### config.mk
export PLATFORM = sky130hd
export DESIGN_NAME = rotary_encoder_with_button
export DESIGN_NICKNAME = d
export VERILOG_FILES = /design/src/sv/reb_pkg.sv /design/src/sv/rotary_encoder_with_button.sv /design/src/sv/reb_encoder.sv /design/src/sv/reb_button.sv
export SDC_FILE = /design/constraint.sdc
export NUM_CORES = 1
export LEC_CHECK = 0
export ABC_AREA = 1
export BUFFER_PORTS_ARGS = -buffer_cell sky130_fd_sc_hd__buf_2
export CORE_UTILIZATION = 40
export CTS_BUF_LIST = sky130_fd_sc_hd__clkbuf_16
export DETAILED_ROUTE_END_ITERATION = 10
export PLACE_DENSITY = 0.67
export SLEW_MARGIN = 20
export SYNTH_ARGS = -nofsm -noshare
export SYNTH_HDL_FRONTEND = slang
export SYNTH_SLANG_ARGS = --single-unit
### constraint.sdc
create_clock -name aclk -period 13.15 [get_ports aclk]
set_input_delay 0.6575 -clock aclk [delete_from_list [all_inputs] [get_ports aclk]]
set_output_delay 0.6575 -clock aclk [all_outputs]
set_load 0.05 [all_outputs]
### src/sv/reb_pkg.sv
// Shared types, constants and the quadrature transition table for the
// rotary encoder with button block. No dependencies.
package reb_pkg;

    // Default build parameters
    localparam int QUARTERS_PER_DETENT = 4;
    localparam int STEP_WIDTH          = 16;

    // Tick counters and tick thresholds
    localparam int TICK_W = 16;

    // Register indexes on the configuration port
    localparam int CFG_ADDR_W = 2;
    localparam logic [CFG_ADDR_W-1:0] REG_INVERT_ROTATION  = 2'd0;
    localparam logic [CFG_ADDR_W-1:0] REG_DEBOUNCE_TICKS   = 2'd1;
    localparam logic [CFG_ADDR_W-1:0] REG_LONG_PRESS_TICKS = 2'd2;
    localparam logic [CFG_ADDR_W-1:0] REG_BUTTON_PRESENT   = 2'd3;
    localparam int CFG_DATA_W = 16;

    // Register reset values
    localparam logic              INVERT_RESET     = 1'b0;
    localparam logic [TICK_W-1:0] DEBOUNCE_RESET   = 16'd20;
    localparam logic [TICK_W-1:0] LONG_PRESS_RESET = 16'd600;
    localparam logic              PRESENT_RESET    = 1'b1;

    // Idle A/B levels with pull-ups, A in bit 1
    localparam logic [1:0] AB_IDLE = 2'b11;

    // Input beat layout, lowest bit first
    localparam int S_TDATA_W   = 8;
    localparam int S_BIT_A     = 0;
    localparam int S_BIT_B     = 1;
    localparam int S_BIT_BTN   = 2;
    localparam int S_BIT_TAKE  = 3;

    // Quarter-step delta indexed by {old_ab, new_ab}
    localparam logic signed [1:0] QUAD_DELTA [16] = '{
         2'sd0, -2'sd1,  2'sd1,  2'sd0,
         2'sd1,  2'sd0,  2'sd0, -2'sd1,
        -2'sd1,  2'sd0,  2'sd0,  2'sd1,
         2'sd0,  2'sd1, -2'sd1,  2'sd0
    };

    // Button setup handed to the debouncer
    typedef struct packed {
        logic              present;
        logic [TICK_W-1:0] debounce_ticks;
        logic [TICK_W-1:0] long_press_ticks;
    } btn_cfg_t;

    // Pending button events
    typedef struct packed {
        logic click;
        logic long_press;
    } btn_flags_t;

    // Saturating tick increment
    function automatic logic [TICK_W-1:0] tick_inc(input logic [TICK_W-1:0] v);
        return (v == {TICK_W{1'b1}}) ? v : v + 1'b1;
    endfunction

endpackage

### src/sv/rotary_encoder_with_button.sv
// Top level: configuration registers, encoder and button units, result register.
// Depends on reb_pkg, reb_encoder, reb_button.
//
//  channel   direction  payload (lowest bit first)
//  s_*       in         level_a, level_b, button_level, take_events
//  m_*       out        steps, click, long_press
//  cfg_*     in         register index, write data
//
// One tick per cycle while s_tready is high: each beat updates the state in the
// cycle it is taken and its result lands in the output register on the same edge.
// s_tready stays high while the output register is empty or being drained.
// Synchronous reset (aresetn low) clears all but m_tdata, loads register defaults.
// cfg_ready is always high; writes act from the next tick on.
module rotary_encoder_with_button #(
    parameter int QUARTERS_PER_DETENT = reb_pkg::QUARTERS_PER_DETENT,
    parameter int STEP_WIDTH          = reb_pkg::STEP_WIDTH,
    localparam int M_TDATA_W          = ((STEP_WIDTH + 2 + 7) / 8) * 8
) (
    input  logic                              aclk,
    input  logic                              aresetn,
    // level_a, level_b, button_level, take_events, zero fill
    input  logic                              s_tvalid,
    output logic                              s_tready,
    input  logic [reb_pkg::S_TDATA_W-1:0]     s_tdata,
    // steps, click, long_press, zero fill
    output logic                              m_tvalid,
    input  logic                              m_tready,
    output logic [M_TDATA_W-1:0]              m_tdata,
    // configuration writes
    input  logic                              cfg_valid,
    output logic                              cfg_ready,
    input  logic [reb_pkg::CFG_ADDR_W-1:0]    cfg_addr,
    input  logic [reb_pkg::CFG_DATA_W-1:0]    cfg_wdata
);

    logic                          invert_reg;
    reb_pkg::btn_cfg_t             btn_cfg_reg;
    logic                          m_valid_reg;
    logic [M_TDATA_W-1:0]          m_data_reg, m_data_next;
    logic                          in_fire;
    logic                          take;
    logic signed [STEP_WIDTH-1:0]  steps_rep;
    reb_pkg::btn_flags_t           flags_rep;

    assign s_tready  = !m_valid_reg || m_tready;
    assign in_fire   = s_tvalid && s_tready;
    assign take      = s_tdata[reb_pkg::S_BIT_TAKE];
    assign cfg_ready = 1'b1;
    assign m_tvalid  = m_valid_reg;
    assign m_tdata   = m_data_reg;

    // Configuration registers
    always_ff @(posedge aclk) begin
        if (!aresetn) begin
            invert_reg                   <= reb_pkg::INVERT_RESET;
            btn_cfg_reg.debounce_ticks   <= reb_pkg::DEBOUNCE_RESET;
            btn_cfg_reg.long_press_ticks <= reb_pkg::LONG_PRESS_RESET;
            btn_cfg_reg.present          <= reb_pkg::PRESENT_RESET;
        end else if (cfg_valid) begin
            case (cfg_addr)
                reb_pkg::REG_INVERT_ROTATION:  invert_reg <= cfg_wdata[0];
                reb_pkg::REG_DEBOUNCE_TICKS:   btn_cfg_reg.debounce_ticks <= cfg_wdata;
                reb_pkg::REG_LONG_PRESS_TICKS: btn_cfg_reg.long_press_ticks <= cfg_wdata;
                reb_pkg::REG_BUTTON_PRESENT:   btn_cfg_reg.present <= cfg_wdata[0];
                default: ;
            endcase
        end
    end

    reb_encoder #(
        .QUARTERS   (QUARTERS_PER_DETENT),
        .STEP_WIDTH (STEP_WIDTH)
    ) u_encoder (
        .aclk      (aclk),
        .aresetn   (aresetn),
        .adv       (in_fire),
        .ab        ({s_tdata[reb_pkg::S_BIT_A], s_tdata[reb_pkg::S_BIT_B]}),
        .take      (take),
        .invert    (invert_reg),
        .steps_rep (steps_rep)
    );

    reb_button u_button (
        .aclk        (aclk),
        .aresetn     (aresetn),
        .adv         (in_fire),
        .pressed_now (!s_tdata[reb_pkg::S_BIT_BTN]),
        .take        (take),
        .cfg         (btn_cfg_reg),
        .flags_rep   (flags_rep)
    );

    // Result beat packing
    always_comb begin
        m_data_next = '0;
        m_data_next[STEP_WIDTH-1:0] = steps_rep;
        m_data_next[STEP_WIDTH]     = flags_rep.click;
        m_data_next[STEP_WIDTH+1]   = flags_rep.long_press;
    end

    // Output register
    always_ff @(posedge aclk) begin
        if (!aresetn) begin
            m_valid_reg <= 1'b0;
        end else if (in_fire) begin
            m_valid_reg <= 1'b1;
        end else if (m_tready) begin
            m_valid_reg <= 1'b0;
        end
    end

    always_ff @(posedge aclk) begin
        if (in_fire) begin
            m_data_reg <= m_data_next;
        end
    end

endmodule

### src/sv/reb_encoder.sv
// Quadrature decoder: quarter-step count, saturating pending step count and
// the reported (optionally negated) value. Depends on reb_pkg.
module reb_encoder #(
    parameter int QUARTERS   = reb_pkg::QUARTERS_PER_DETENT,
    parameter int STEP_WIDTH = reb_pkg::STEP_WIDTH
) (
    input  logic                         aclk,
    input  logic                         aresetn,
    input  logic                         adv,        // one tick taken this cycle
    input  logic [1:0]                   ab,         // {A, B}
    input  logic                         take,
    input  logic                         invert,
    output logic signed [STEP_WIDTH-1:0] steps_rep   // value for this tick's result
);

    localparam int QW = $clog2(QUARTERS + 1) + 1;
    localparam logic signed [QW-1:0] Q_POS = QW'(QUARTERS);
    localparam logic signed [QW-1:0] Q_NEG = -Q_POS;
    localparam logic signed [STEP_WIDTH-1:0] STEP_MAX = {1'b0, {(STEP_WIDTH-1){1'b1}}};
    localparam logic signed [STEP_WIDTH-1:0] STEP_MIN = {1'b1, {(STEP_WIDTH-1){1'b0}}};

    logic [1:0]                   last_ab_reg, last_ab_next;
    logic signed [QW-1:0]         quarter_reg, quarter_next;
    logic signed [STEP_WIDTH-1:0] pending_reg, pending_next;
    logic signed [STEP_WIDTH-1:0] pending_upd;
    logic signed [QW-1:0]         quarter_sum;

    // Transition decode and detent step
    always_comb begin
        quarter_sum  = quarter_reg + QW'(reb_pkg::QUAD_DELTA[{last_ab_reg, ab}]);
        last_ab_next = last_ab_reg;
        quarter_next = quarter_reg;
        pending_upd  = pending_reg;
        if (adv && ab != last_ab_reg) begin
            last_ab_next = ab;
            if (quarter_sum >= Q_POS) begin
                quarter_next = '0;
                if (pending_reg != STEP_MAX) pending_upd = pending_reg + 1'b1;
            end else if (quarter_sum <= Q_NEG) begin
                quarter_next = '0;
                if (pending_reg != STEP_MIN) pending_upd = pending_reg - 1'b1;
            end else begin
                quarter_next = quarter_sum;
            end
        end
        pending_next = (adv && take) ? '0 : pending_upd;
    end

    // Reported value, inversion saturates the minimum
    always_comb begin
        if (!invert)
            steps_rep = pending_upd;
        else if (pending_upd == STEP_MIN)
            steps_rep = STEP_MAX;
        else
            steps_rep = -pending_upd;
    end

    always_ff @(posedge aclk) begin
        if (!aresetn) begin
            last_ab_reg <= reb_pkg::AB_IDLE;
            quarter_reg <= '0;
            pending_reg <= '0;
        end else begin
            last_ab_reg <= last_ab_next;
            quarter_reg <= quarter_next;
            pending_reg <= pending_next;
        end
    end

endmodule

### src/sv/reb_button.sv
// Button debounce with click and long-press detection, one update per tick.
// Depends on reb_pkg.
module reb_button (
    input  logic                  aclk,
    input  logic                  aresetn,
    input  logic                  adv,
    input  logic                  pressed_now,
    input  logic                  take,
    input  reb_pkg::btn_cfg_t     cfg,
    output reb_pkg::btn_flags_t   flags_rep     // flags for this tick's result
);

    logic raw_reg, raw_next;
    logic stable_reg, stable_next;
    logic long_rep_reg, long_rep_next;
    logic click_reg, click_next;
    logic long_reg, long_next;
    logic [reb_pkg::TICK_W-1:0] change_cnt_reg, change_cnt_next;
    logic [reb_pkg::TICK_W-1:0] press_cnt_reg, press_cnt_next;
    logic accept;

    // Debounce, then press/release events
    always_comb begin
        raw_next        = raw_reg;
        stable_next     = stable_reg;
        long_rep_next   = long_rep_reg;
        click_next      = click_reg;
        long_next       = long_reg;
        change_cnt_next = change_cnt_reg;
        press_cnt_next  = press_cnt_reg;
        accept          = 1'b0;
        if (adv && cfg.present) begin
            if (stable_reg) press_cnt_next = reb_pkg::tick_inc(press_cnt_reg);
            raw_next        = pressed_now;
            change_cnt_next = (pressed_now != raw_reg) ? '0
                                                       : reb_pkg::tick_inc(change_cnt_reg);
            accept = (change_cnt_next >= cfg.debounce_ticks) && (pressed_now != stable_reg);
            if (accept) begin
                stable_next = pressed_now;
                if (pressed_now) begin
                    press_cnt_next = '0;
                    long_rep_next  = 1'b0;
                end else if (!long_rep_reg) begin
                    click_next = 1'b1;
                end
            end
            if (stable_next && !long_rep_next && press_cnt_next >= cfg.long_press_ticks) begin
                long_next     = 1'b1;
                long_rep_next = 1'b1;
            end
        end
        flags_rep.click      = click_next;
        flags_rep.long_press = long_next;
    end

    always_ff @(posedge aclk) begin
        if (!aresetn) begin
            raw_reg        <= 1'b0;
            stable_reg     <= 1'b0;
            long_rep_reg   <= 1'b0;
            click_reg      <= 1'b0;
            long_reg       <= 1'b0;
            change_cnt_reg <= '0;
            press_cnt_reg  <= '0;
        end else begin
            raw_reg        <= raw_next;
            stable_reg     <= stable_next;
            long_rep_reg   <= long_rep_next;
            change_cnt_reg <= change_cnt_next;
            press_cnt_reg  <= press_cnt_next;
            // take clears pending events after they are reported
            click_reg      <= (adv && take) ? 1'b0 : click_next;
            long_reg       <= (adv && take) ? 1'b0 : long_next;
        end
    end

endmodule

# Yosys cells after proc, flatten, opt, wreduce, memory -nomap -nowiden
# Memory sizes are Yosys's and may differ from the RTL's.
# Index checks and enable logic that the tools add are counted.
# totals
mem_bits_ro	32
output_inout_bits	27
mem_count	1
in_bits	31
register_bits	112
elab_cells	91
# classes
eq_ne	11
n_lt_le_gt_ge	5
n_addsub	6
mux	32
reduce_logical	18
n_bitwise	2
# memory_table
memory	depth	word_bits	rd	rd_ports_with_merged_regs	write_ports	line	text
(no name shown)	16	2	1	0	0	reb_encoder.sv:30	quarter_sum = quarter_reg + QW'(reb_pkg::QUAD_DELTA[{last_ab_reg, ab}]);
# op_table
cell	count
two-way mux 16 bit	14
adder 16 x 1 -> 16 bit (second input constant)	3
== test 16 bit (second input constant)	3
greater-or-equal comparator 16 bit	2
inequality test 16 bit (second input constant)	2
negator 16 bit	1
subtractor 16 x 1 -> 16 bit (second input constant)	1
two-way mux 1 bit	14
two-way mux 4 bit	2
AND reduction 2 bit	4
logical AND 1 bit	7
greater-or-equal comparator 5 bit (second input constant)	1
NOT 4 -> 5 bit	1
adder 4 x 2 -> 4 bit	1
== test 2 bit (second input constant)	2
greater-or-equal comparator 4 bit (second input constant)	1
<= comparator 4 x 3 -> 1 bit (second input constant)	1
two-way mux 2 bit	2
zero test 1 bit	3
== test 2 x 1 -> 1 bit (second input constant)	1
zero test 2 bit	1
inequality test 1 bit	2
inequality test 2 bit	1
nonzero test 2 bit	1
3 further kinds	3

# Depth between registers and ports, before layout
# Gate-level depths: netlist of run 1.
# depth
word_depth	12
mapped_depth	35
ltp_nobuf	34

# Hierarchy
# A second synthesis of run 1 with hierarchy kept.
# unflattened
hier_cells	1284
hier_area_um2	8359.3
# by_module_without_submodules
mod	cells_each	area_each_um2	instances	seq_area_each_um2
reb_button	525	3344.5	1	740.7
reb_encoder	516	2967.8	1	440.4
rotary_encoder_with_button	243	2047.0	1	1241.2

# Least setup slack after synthesis of run 1
# No wires, ideal clock.
# synth_path
path_type	register to register
from	reg u_button.change_cnt_reg[0] (netlist name)
to	reg m_data_reg[17], in the netlist m_tdata[17] (data pin)
t_required_ns	12.884
period_less_slack_ns	4.474
setup_slack_ns	8.676
path_buffers	1
stages_incl_launch_ff	36
setup_time_ns	0.266
arrival_ns	4.208
path_cell_list	dfxtp_1 > ha_1 > nand3_1 > nor2_1 > nand2_1 > nor2_1 > inv_1 > nor2_1 > nand2_1 > nand3_1 > nor2_1 > or2_2 > nand3_1 > inv_1 > ha_1 > nand2_1 > nor2_1 > nand2_1 > o211ai_1 > nand2_1 > nand3_1 > nand2_1 > inv_1 > nand2_1 > inv_1 > clkbuf_1 > nor2_1 > ha_1 > a21oi_1 > nor2_1 > a211oi_1 > o221ai_1 > nand2_1 > a31oi_1 > o21ai_0 > nand2_1
# synth_via
elab_chain_len	12
elab_cells_between_ends	18
classes_between	add/sub (1); order compare (2); eq/ne (1); mux (10); reduce/logical (4)
# synth_lines
item	line	text
start, declared	reb_button.sv:18	logic [reb_pkg::TICK_W-1:0] change_cnt_reg, change_cnt_next;
start signal, assigned	reb_button.sv:69	change_cnt_reg <= change_cnt_next;
adder 16 x 1 -> 16 bit / == test 16 bit (equally long branches)	reb_pkg.sv:59	return (v == {TICK_W{1'b1}}) ? v : v + 1'b1;
two-way mux 16 bit *	reb_pkg.sv:59	
two-way mux 16 bit *	reb_button.sv:35	change_cnt_next = (pressed_now != raw_reg) ? '0
greater-or-equal comparator 16 bit *	reb_button.sv:37	accept = (change_cnt_next >= cfg.debounce_ticks) && (pressed_now != stable_reg);
logical AND 1 bit *	reb_button.sv:37	
branches (longest 4 deep; another with greater-or-equal comparator 16 bit)	--	
logical AND 1 bit *	reb_button.sv:47	if (stable_next && !long_rep_next && press_cnt_next >= cfg.long_press_ticks) begin
two-way mux 1 bit *	reb_button.sv:47	
two-way mux 1 bit *	reb_button.sv:32	if (adv && cfg.present) begin
via u_button.long_next	reb_button.sv:17	logic long_reg, long_next;
end signal, assigned	rotary_encoder_with_button.sv:114	m_data_reg <= m_data_next;
end, declared	rotary_encoder_with_button.sv:39	logic [M_TDATA_W-1:0] m_data_reg, m_data_next;
# Mark *: on every way through the listed nets, which the timed path passes. The select of a mux whose other input is x is not followed.
# A chain may end at the register's enable or synchronous reset.

# Worst setup path in the final report of run 1
# Ends and elaborated chain as after synthesis.

==> flow_summary.json, run 1 <==
{
  "ys_seq_elements": 112,
  "syn-cell-area_um2": 7620,
  "synth_cell_type_count": 46,
  "core_area_um2": 18700,
  "num_vias": 7094,
  "largest_reg_flops": 33,
  "seq_area_frac_synth_pct": 31.8,
  "die_area_um2": 19600,
  "dp_cells": 1368,
  "cts_setup_buffers": 0,
  "numClockSinks": 112,
  "yosys.area.top_type": "dfxtp_1",
  "drt-total-wl_um": 18400,
  "finalCriticalPeriod_ns": 5.54,
  "synth_edf_count": 18,
  "rows": 50,
  "grt_max_degree": 62,
  "fin_setup_tns_ns": 0,
  "min_path_cells": 2,
  "syn2layout_area_growth_pct": 8.18,
  "cp.arrival_ns": 5.63,
  "reg2reg_depth": 29,
  "finalSetupViolations": 0,
  "outcome": "completed",
  "yosysMostFrequentCell": "nand2_1",
  "drv_slew": 0,
  "htreeDepth": 3,
  "synthCells": 1124,
  "io_pins": 58,
  "grt_pass1_vias": 6555,
  "peakVddDrop_mv": 0.0762,
  "slowest_stage": "or4_1",
  "yosys-top-cells-count": "nand2_1, inv_1, nor2_1, dfxtp_1, a21oi_1",
  "crit_path_frequent_cell": "nand2_1",
  "firstDrtPassIters": 5,
  "antenna_left": 0,
  "fin_hold_ws_ns": 0.459,
  "place_congestion": 0.900,
  "power_mw": 1.15,
  "crit_path_start": "u_button.change_cnt_reg[0]",
  "tightest_slew_ns": 0.948,
  "hold_buffers": 0,
  "clk_path_buf_depth": 2,
  "crit_path_start_kind": "flip-flop",
  "drv_cap": 0,
  "drc": 0,
  "criticalPathCategory": "flip-flop to flip-flop",
  "drive_gt1_share_pct": 11.4,
  "p_per_area_nw_per_um2": 139,
  "post_drt_wl_per_cell_um": 13.3,
  "fmax_ghz": 0.180,
  "critPathMaxStageDelay_ns": 0.49,
  "fp.dieW_um": 140,
  "ctsResizeCount": 0,
  "slew_headroom_pct": 36.7,
  "fp.dieH_um": 140,
  "drtIter0Drc": 459,
  "insertion_delay_ns": 0.37,
  "vias_per_cell": 5.13,
  "grt_pass1_wl_um": 31200,
  "fin_skew_ns": 0.0105,
  "critPathMaxFanout": 13,
  "synth_top_area_share_pct": 24.7,
  "hold_start": "u_button.long_reg",
  "grt_use_total_pct": 19.7,
  "ys.flop_type": "dfxtp_1",
  "rsz0062_at_grt": "no",
  "yosys-top-cells-area": "dfxtp_1, nand2_1, inv_1",
  "start_util_pct": 40.7,
  "syn_area_per_cell_um2": 6.78,
  "io_buffers": 46,
  "async_flop_share_pct": 0,
  "finalHoldViolCount": 0,
  "antenna_found_initial": 0,
  "grt_overflow": 0,
  "finalCritPeriodShare_pct": 42.1,
  "cts_tree": "yes",
  "setup.worst_path.end_class": "flip-flop",
  "ys.warnings.count": 0,
  "instances_no_fill": 1384,
  "dp_hpwl_um": 13600,
  "clk_pin_slew_ns": 0.09,
  "cts_made_buffers": 9,
  "p_leak_nw": 3.90,
  "worstReg2RegStart": "u_button.change_cnt_reg[0]",
  "final_nets": 1221,
  "cp.required_ns": 13.24,
  "cts-root-buf": "clkbuf_16",
  "antennaDiodeCount": 0,
  "holdCritPathClass": "flip-flop to flip-flop"
}
-- routing by layer --
metal  global-route usage (%)  vias up  share of wire [%]
li1                         -     3715                  -
met1                     25.7     3259                 48
met2                     33.6      101                 47
met3                     2.43       19                2.5
met4                     6.65        0                1.6
met5                        0        -                  0
-- where the power goes --
part	leakage, nW	internal (mW)	total [mW]	switching, mW
Sequential	0.953	0.388	0.416	0.0283
Combinational	2.80	0.136	0.442	0.306
Clock	0.151	0.137	0.290	0.153
Total	3.90	0.661	1.15	0.487
-- layout make-up --
| type | count | area (µm²) |
|---|---|---|
| fillers | 1918 | 10500 |
| multi-input cells | 816 | 4380 |
| flip-flops and latches | 112 | 2420 |
| inverters | 159 | 599 |
| well taps | 234 | 293 |
| repair buffers | 47 | 238 |
| clock buffers | 9 | 225 |
| clock inverters | 7 | 83.8 |
-- logic make-up after synthesis --
| kind of cell | Yosys count | synth area share, % |
|---|---|---|
| simple gates | 538 | 32.6 |
| xor+xnor | 22 | 2.53 |
| fa+ha+maj | 45 | 7.49 |
| flops | 112 | 31.8 |
| other cells | 2 | 0.0986 |
| buf+inv | 201 | 11.0 |
| compound gates | 204 | 14.5 |
-- placed cells by master, fill, tap and decap left out, types with 3 or more instances in the layout --
cell type    n
xor2_1      16
buf_2       46
nand2_4      4
conb_1       7
or2_2        5
inv_8        3
xnor2_1      6
a21oi_1     89
a21oi_2      4
nand3_4      4
nor4_1       3
nand2_1    217
nand3_2      8
nor2_2       5
nand3_1     74
edfxtp_1    18
nand4_1     29
dfxtp_1     94
nand2_2     23
clkbuf_16    9
o21ai_0     82
nor3_1      15
o211ai_1    10
inv_2        9
nor2_1     140
inv_1      148
ha_1        44
a211oi_1    11
-- critical path, delay by kind of cell (launching register included) --
kind	cells	cell delay, ns
buffers and inverters	5	0.83
AND/OR/NAND/NOR	16	2.59
flip-flops	1	0.41
adder cells (fa/ha/maj)	3	0.68
AO/OA/AOI/OAI	5	0.74
-- path summary, 6_finish.rpt --
kind                                           to  slack [ns]
worst min-delay path            u_button.long_reg        0.46
worst min register to register  u_button.long_reg        0.46
worst max-delay path                  m_tdata[17]        7.61
worst max register to register        m_tdata[17]        7.61
-- through the flow --
step | setup slack, ns | util, % | cell area, µm²
2_1_floorplan | 8.68 | - | 7630
3_3_place_gp | 7.67 | 42.4 | 7930
3_5_place_dp | 7.73 | 42.4 | 7930
4_1_cts | 7.69 | 44.0 | 8240
5_1_grt | 7.00 | 44.0 | 8240
6_report | 7.61 | 44.0 | 8240
(Power assumes the default switching activity.)
==> run 2, diff against run 1 <==
- ABC_AREA: 1 -> 0
- clock period: 13.15 -> 5.8 ns (I/O delays scaled with it)
==> run 2 against run 1 <==
Against the previous run:
- register-to-register slack got worse by 7.4 ns
- final cell count is 18% lower
- setup slack got worse by 7.4 ns
- via count is 17% lower
- clock-buffer cell count is the same
- critical path depth unchanged
- maximum frequency down 0.32%
- sequential power rose by 110%
- final area shrank 4.2%
- sequential share of layout area rose by 1.4 points
- first-iteration DRC count increased by 5.0%
- critical endpoint is now u_button.long_reg
==> flow_summary.json, run 2 <==
{
  "fillers": 1706,
  "finalSetupViolations": 0,
  "insertion_delay_ns": 0.36,
  "criticalPathCategory": "flip-flop to flip-flop",
  "drv_cap": 0,
  "grt_use_total_pct": 17.7,
  "htreeDepth": 3,
  "clk_path_buf_depth": 2,
  "slowest_stage": "or3_4",
  "syn-cell-area_um2": 7150,
  "placed_area_um2": 7570,
  "core_area_um2": 17400,
  "num_vias": 5899,
  "setup.worst_path.end_class": "flip-flop",
  "most-common-layout-cells": "nand2_1, dfxtp_1, nor2_1",
  "yosysMostFrequentCell": "nand2_1",
  "seqCellArea_um2": 2430,
  "grt_overflow": 0,
  "outcome": "completed",
  "finalHoldViolCount": 0,
  "place_congestion": 0.851,
  "fin_skew_ns": 0.0142,
  "peakVddDrop_mv": 0.168,
  "rows": 48,
  "numClockSinks": 112,
  "final_nets": 984,
  "fp.dieH_um": 136,
  "grt_pass1_wl_um": 26000,
  "fmax_ghz": 0.180,
  "p_leak_nw": 3.22,
  "antenna_left": 0,
  "largest_reg_flops": 33,
  "dp_hpwl_um": 11300,
  "ys.flop_type": "dfxtp_1",
  "syn2layout_area_growth_pct": 10.5,
  "cts_made_buffers": 9,
  "synthCells": 879,
  "io_buffers": 46,
  "syn_area_per_cell_um2": 8.13,
  "post_drt_wl_per_cell_um": 13.9,
  "async_flop_share_pct": 0,
  "yosys-top-cells-area": "dfxtp_1, ha_1, edfxtp_1",
  "drt-total-wl_um": 15800,
  "antenna_found_initial": 0,
  "crit_path_start_kind": "flip-flop",
  "synth_edf_count": 18,
  "grt_pass1_vias": 5378,
  "tightest_slew_ns": 0.745,
  "drtIter0Drc": 482,
  "cp.arrival_ns": 5.78,
  "firstDrtPassIters": 4,
  "drv_slew": 0,
  "final_common_cell": "nand2_1",
  "drive_gt1_share_pct": 12.2,
  "final_area_um2": 7890,
  "yosys.area.top_type": "dfxtp_1",
  "crit_path_frequent_cell": "a21o_1",
  "critPathMaxFanout": 12,
  "p_per_area_nw_per_um2": 243,
  "multi_input_area_um2": 4360,
  "slew_headroom_pct": 50.3,
  "finalCriticalPeriod_ns": 5.56,
  "ys_seq_elements": 112,
  "yosys-top-cells-count": "nand2_1, dfxtp_1, nor2_1, a21boi_0, inv_1",
  "seq_area_frac_synth_pct": 33.9,
  "fp.dieW_um": 136,
  "cp.required_ns": 6.02,
  "synth_cell_type_count": 73,
  "holdCritPathClass": "input pin to flip-flop",
  "fin_hold_ws_ns": 0.178,
  "drc": 0,
  "synth_top_area_share_pct": 26.3,
  "die_area_um2": 18400,
  "start_util_pct": 41.2,
  "io_pins": 58,
  "grt_max_degree": 80,
  "clk_pin_slew_ns": 0.09,
  "antennaDiodeCount": 0,
  "finalCritPeriodShare_pct": 95.8,
  "ys.warnings.count": 0,
  "cts_tree": "yes",
  "cts-root-buf": "clkbuf_16",
  "vias_per_cell": 5.18,
  "critPathMaxStageDelay_ns": 0.45
}
[run 2: changes by cell type after synthesis, sizes merged, moves of 18 or more]
cell | before | now
inv | 158 | 47
nand2 | 244 | 143
nor2 | 146 | 80
a21oi | 93 | 28
nand3 | 86 | 23
a21boi | 0 | 50
o21ai | 85 | 38
xnor2 | 6 | 27
a21o | 1 | 19
nor2b | 0 | 18
[run 2: metal layers]
layer	vias up	routed length, µm	global-route usage (%)
li1	3107	-	-
met1	2713	7850	23.6
met2	66	7370	29.3
met3	13	417	2.73
met4	0	168	4.99
met5	-	0	0
[run 2: cells by family after synthesis]
kind of cell               share of synthesized area, %
other                                             0.105
and+or+nand+nor                                    25.7
DFF                                                33.9
buffers and inverters                              5.78
AOI/OAI and AO/OA                                  18.2
xor gates and xnor gates                           6.74
muxes                                              1.63
adders and majority gates                          7.98
[run 2: final timing paths]
kind | slack, ns | to | start | cells after the start
hold reg to reg | 0.46 | btn_cfg_reg[31] | btn_cfg_reg[31] | 2
hold / removal | 0.18 | btn_cfg_reg[4] | cfg_wdata[4] | 3
setup / recovery | 0.24 | u_button.long_reg | u_button.change_cnt_reg[5] | 29
setup reg to reg | 0.24 | u_button.long_reg | u_button.change_cnt_reg[5] | 29
[run 2: what timing repair did]
action                     CTS  global route
hold endpoints to repair     0             0
setup endpoints to repair    0             3
gates resized for setup      0            12
buffers inserted             0             1
hold buffers                 0             0
[run 2: layout make-up]
| cell class | instances | area share [%] |
|---|---|---|
| Tap cell | 225 | 3.57 |
| Multi-Input combinational cell | 674 | 55.2 |
| Clock inverter | 7 | 0.729 |
| Sequential cell | 112 | 30.8 |
| Timing Repair Buffer | 64 | 4.63 |
| Clock buffer | 9 | 2.85 |
| Inverter | 47 | 2.23 |
[run 2: critical path: cells and delay by family (launching register included)]
kind            cells  cell delay, ns
simple gates       10            1.56
fa+ha+maj           2            0.50
flops               1            0.38
xor+xnor            1            0.15
compound gates     14            2.52
buf+inv             2            0.30
[run 2: per-stage QoR]
stage	power, mW	setup TNS (ns)	setup WS (ns)	instances	util, %
floorplan	1.23	0	0.0995	884	-
global placement	1.32	0	0.133	1121	43.6
detailed placement	1.33	0	0.0755	1121	43.6
CTS	1.93	0	0.00455	1137	45.2
global route	2.01	-0.112	-0.0622	1138	45.5
finish	1.92	0	0.241	1138	45.5
[run 2: power breakdown]
part | leakage (nW) | internal, mW | switching, mW
sequential | 0.946 | 0.829 | 0.0248
clock | 0.139 | 0.297 | 0.308
combinational | 2.13 | 0.161 | 0.299
total | 3.22 | 1.29 | 0.632
==> run 3, diff against run 2 <==
- CORE_UTILIZATION: 40 -> 55
- PLACE_DENSITY: 0.67 -> 0.84
==> run 3 against run 2 <==
Against the previous run:
- maximum frequency up 0.46%
- final area decreased by 0.89%
- power increased by 1.4%
- sequential power barely moved
- critical path type unchanged
- register-to-register slack gained 0.03 ns
- hold slack about the same
- utilization up 17 points
- global-route usage increased by 6.6 points
- die area shrank 27%
- largest power group unchanged
- final cell count down 4.8%
- critical path depth shrank 1
==> flow_summary.json, run 3 (synthesis gave the netlist of run 2 again) <==
{
  "fp.dieW_um": 116,
  "wl_met1_um": 7220,
  "grt_use_total_pct": 24.3,
  "grt_pass1_vias": 5690,
  "place_congestion": 0.881,
  "final_nets": 982,
  "antenna_left": 0,
  "fin_skew_ns": 0.00709,
  "peakVddDrop_mv": 0.134,
  "multi_input_area_um2": 4360,
  "grt_overflow": 0,
  "outcome": "completed",
  "drv_slew": 0,
  "fillers": 1092,
  "fin_hold_ws_ns": 0.178,
  "vias_per_cell": 5.64,
  "num_vias": 6103,
  "met3_length_um": 828,
  "tightest_slew_ns": 0.791,
  "power_mw": 1.95,
  "critPathMaxStageDelay_ns": 0.40,
  "cp.arrival_ns": 5.76,
  "wl_met2_um": 7170,
  "rsz0062_at_grt": "no",
  "slew_headroom_pct": 47.2,
  "instances_no_fill": 1083,
  "dp_hpwl_um": 10800,
  "finalCritPeriodShare_pct": 95.4,
  "clk_pin_slew_ns": 0.07,
  "htreeDepth": 3,
  "final_common_cell": "nand2_1",
  "fmax_ghz": 0.181,
  "cts_tree": "yes",
  "dp_slack_ns": 0.0988,
  "cts_made_buffers": 9,
  "clk_path_buf_depth": 2,
  "crit_path_start_kind": "flip-flop",
  "finalHoldViolCount": 0,
  "fp.dieH_um": 116,
  "start_util_pct": 56.6,
  "finalSetupViolations": 0,
  "crit_path_frequent_cell": "a21o_1",
  "most-common-layout-cells": "nand2_1, dfxtp_1, nor2_1",
  "grt_max_degree": 80,
  "antenna_found_initial": 0,
  "setup.worst_path.end_class": "flip-flop",
  "die_area_um2": 13500,
  "drc": 0,
  "holdCritPathClass": "input pin to flip-flop",
  "antennaDiodeCount": 0,
  "seqCellArea_um2": 2430,
  "drtIter0Drc": 342,
  "io_buffers": 46,
  "criticalPathCategory": "flip-flop to flip-flop",
  "cp.required_ns": 6.03,
  "cts-root-buf": "clkbuf_16",
  "io_pins": 58,
  "critPathMaxFanout": 7,
  "core_area_um2": 12600,
  "dp_cells": 1067,
  "firstDrtPassIters": 5,
  "drive_gt1_share_pct": 12.1,
  "grt_pass1_wl_um": 25900,
  "p_leak_nw": 3.21,
  "slowest_stage": "or3_4",
  "finalCriticalPeriod_ns": 5.53,
  "post_drt_wl_per_cell_um": 14.3,
  "top_layer_used": "met4",
  "hold_buffers": 0,
  "fin_setup_tns_ns": 0,
  "drv_cap": 0,
  "finalWorstSetupSlack_ns": 0.267,
  "insertion_delay_ns": 0.36,
  "syn2layout_area_growth_pct": 9.47,
  "largest_reg_flops": 33,
  "numClockSinks": 112,
  "drt-total-wl_um": 15500,
  "path_buf_inv": 0,
  "p_per_area_nw_per_um2": 249,
  "cp_top_family": "compound AO/OA/AOI/OAI gates",
  "rows": 41
}
## run 3: cell types whose count changed in the layout (fill, tap and decap cells not counted), sizes merged
cell	previous run	this run
clkinv	3	4
buf	64	62
inv	50	48
bufinv	0	1
## run 3: final timing paths
kind / end / slack [ns] / from / cells after the start
hold reg to reg: btn_cfg_reg[1] / 0.47 / btn_cfg_reg[1] / 2
setup / recovery: u_button.long_reg / 0.27 / u_button.change_cnt_reg[5] / 28
hold / removal: btn_cfg_reg[6] / 0.18 / cfg_wdata[6] / 3
setup reg to reg: u_button.long_reg / 0.27 / u_button.change_cnt_reg[5] / 28
## run 3: metal layers
| metal | GRT usage (%) | up-vias |
|---|---|---|
| met5 | 0 | - |
| met4 | 8.29 | 0 |
| met3 | 3.82 | 20 |
| met2 | 40.9 | 172 |
| met1 | 31.8 | 2809 |
| li1 | - | 3102 |
## run 3: power by group
part | internal [mW] | switching [mW]
Sequential | 0.829 | 0.0248
Combinational | 0.159 | 0.298
Clock | 0.336 | 0.299
Total | 1.33 | 0.622
## run 3: through the flow
| stage | utilization [%] | cell area (µm²) |
|---|---|---|
| 2_1_floorplan | - | 7170 |
| 3_3_place_gp | 59.4 | 7490 |
| 3_5_place_dp | 59.4 | 7490 |
| 4_1_cts | 61.7 | 7790 |
| 5_1_grt | 62.0 | 7820 |
| 6_report | 62.0 | 7820 |
## run 3: tightest hold or removal path, cell delays in order
cell,delay (ns)
buf_2,0.09
nand2_1,0.05
o211ai_1,0.07
## run 3: area by class of cell
class / instances / share of cell area (%)
multi-input combinational: 674 / 55.7
sequential: 112 / 31.0
timing repair buffer: 62 / 4.48
clock buffer: 9 / 2.88
tap: 172 / 2.75
inverter: 47 / 2.25
clock inverter: 7 / 0.912
## run 3: what timing repair did
action,4_1_cts,5_1_grt
gates resized for setup,0,11
endpoints found under the setup margin,0,3
buffers inserted,0,0
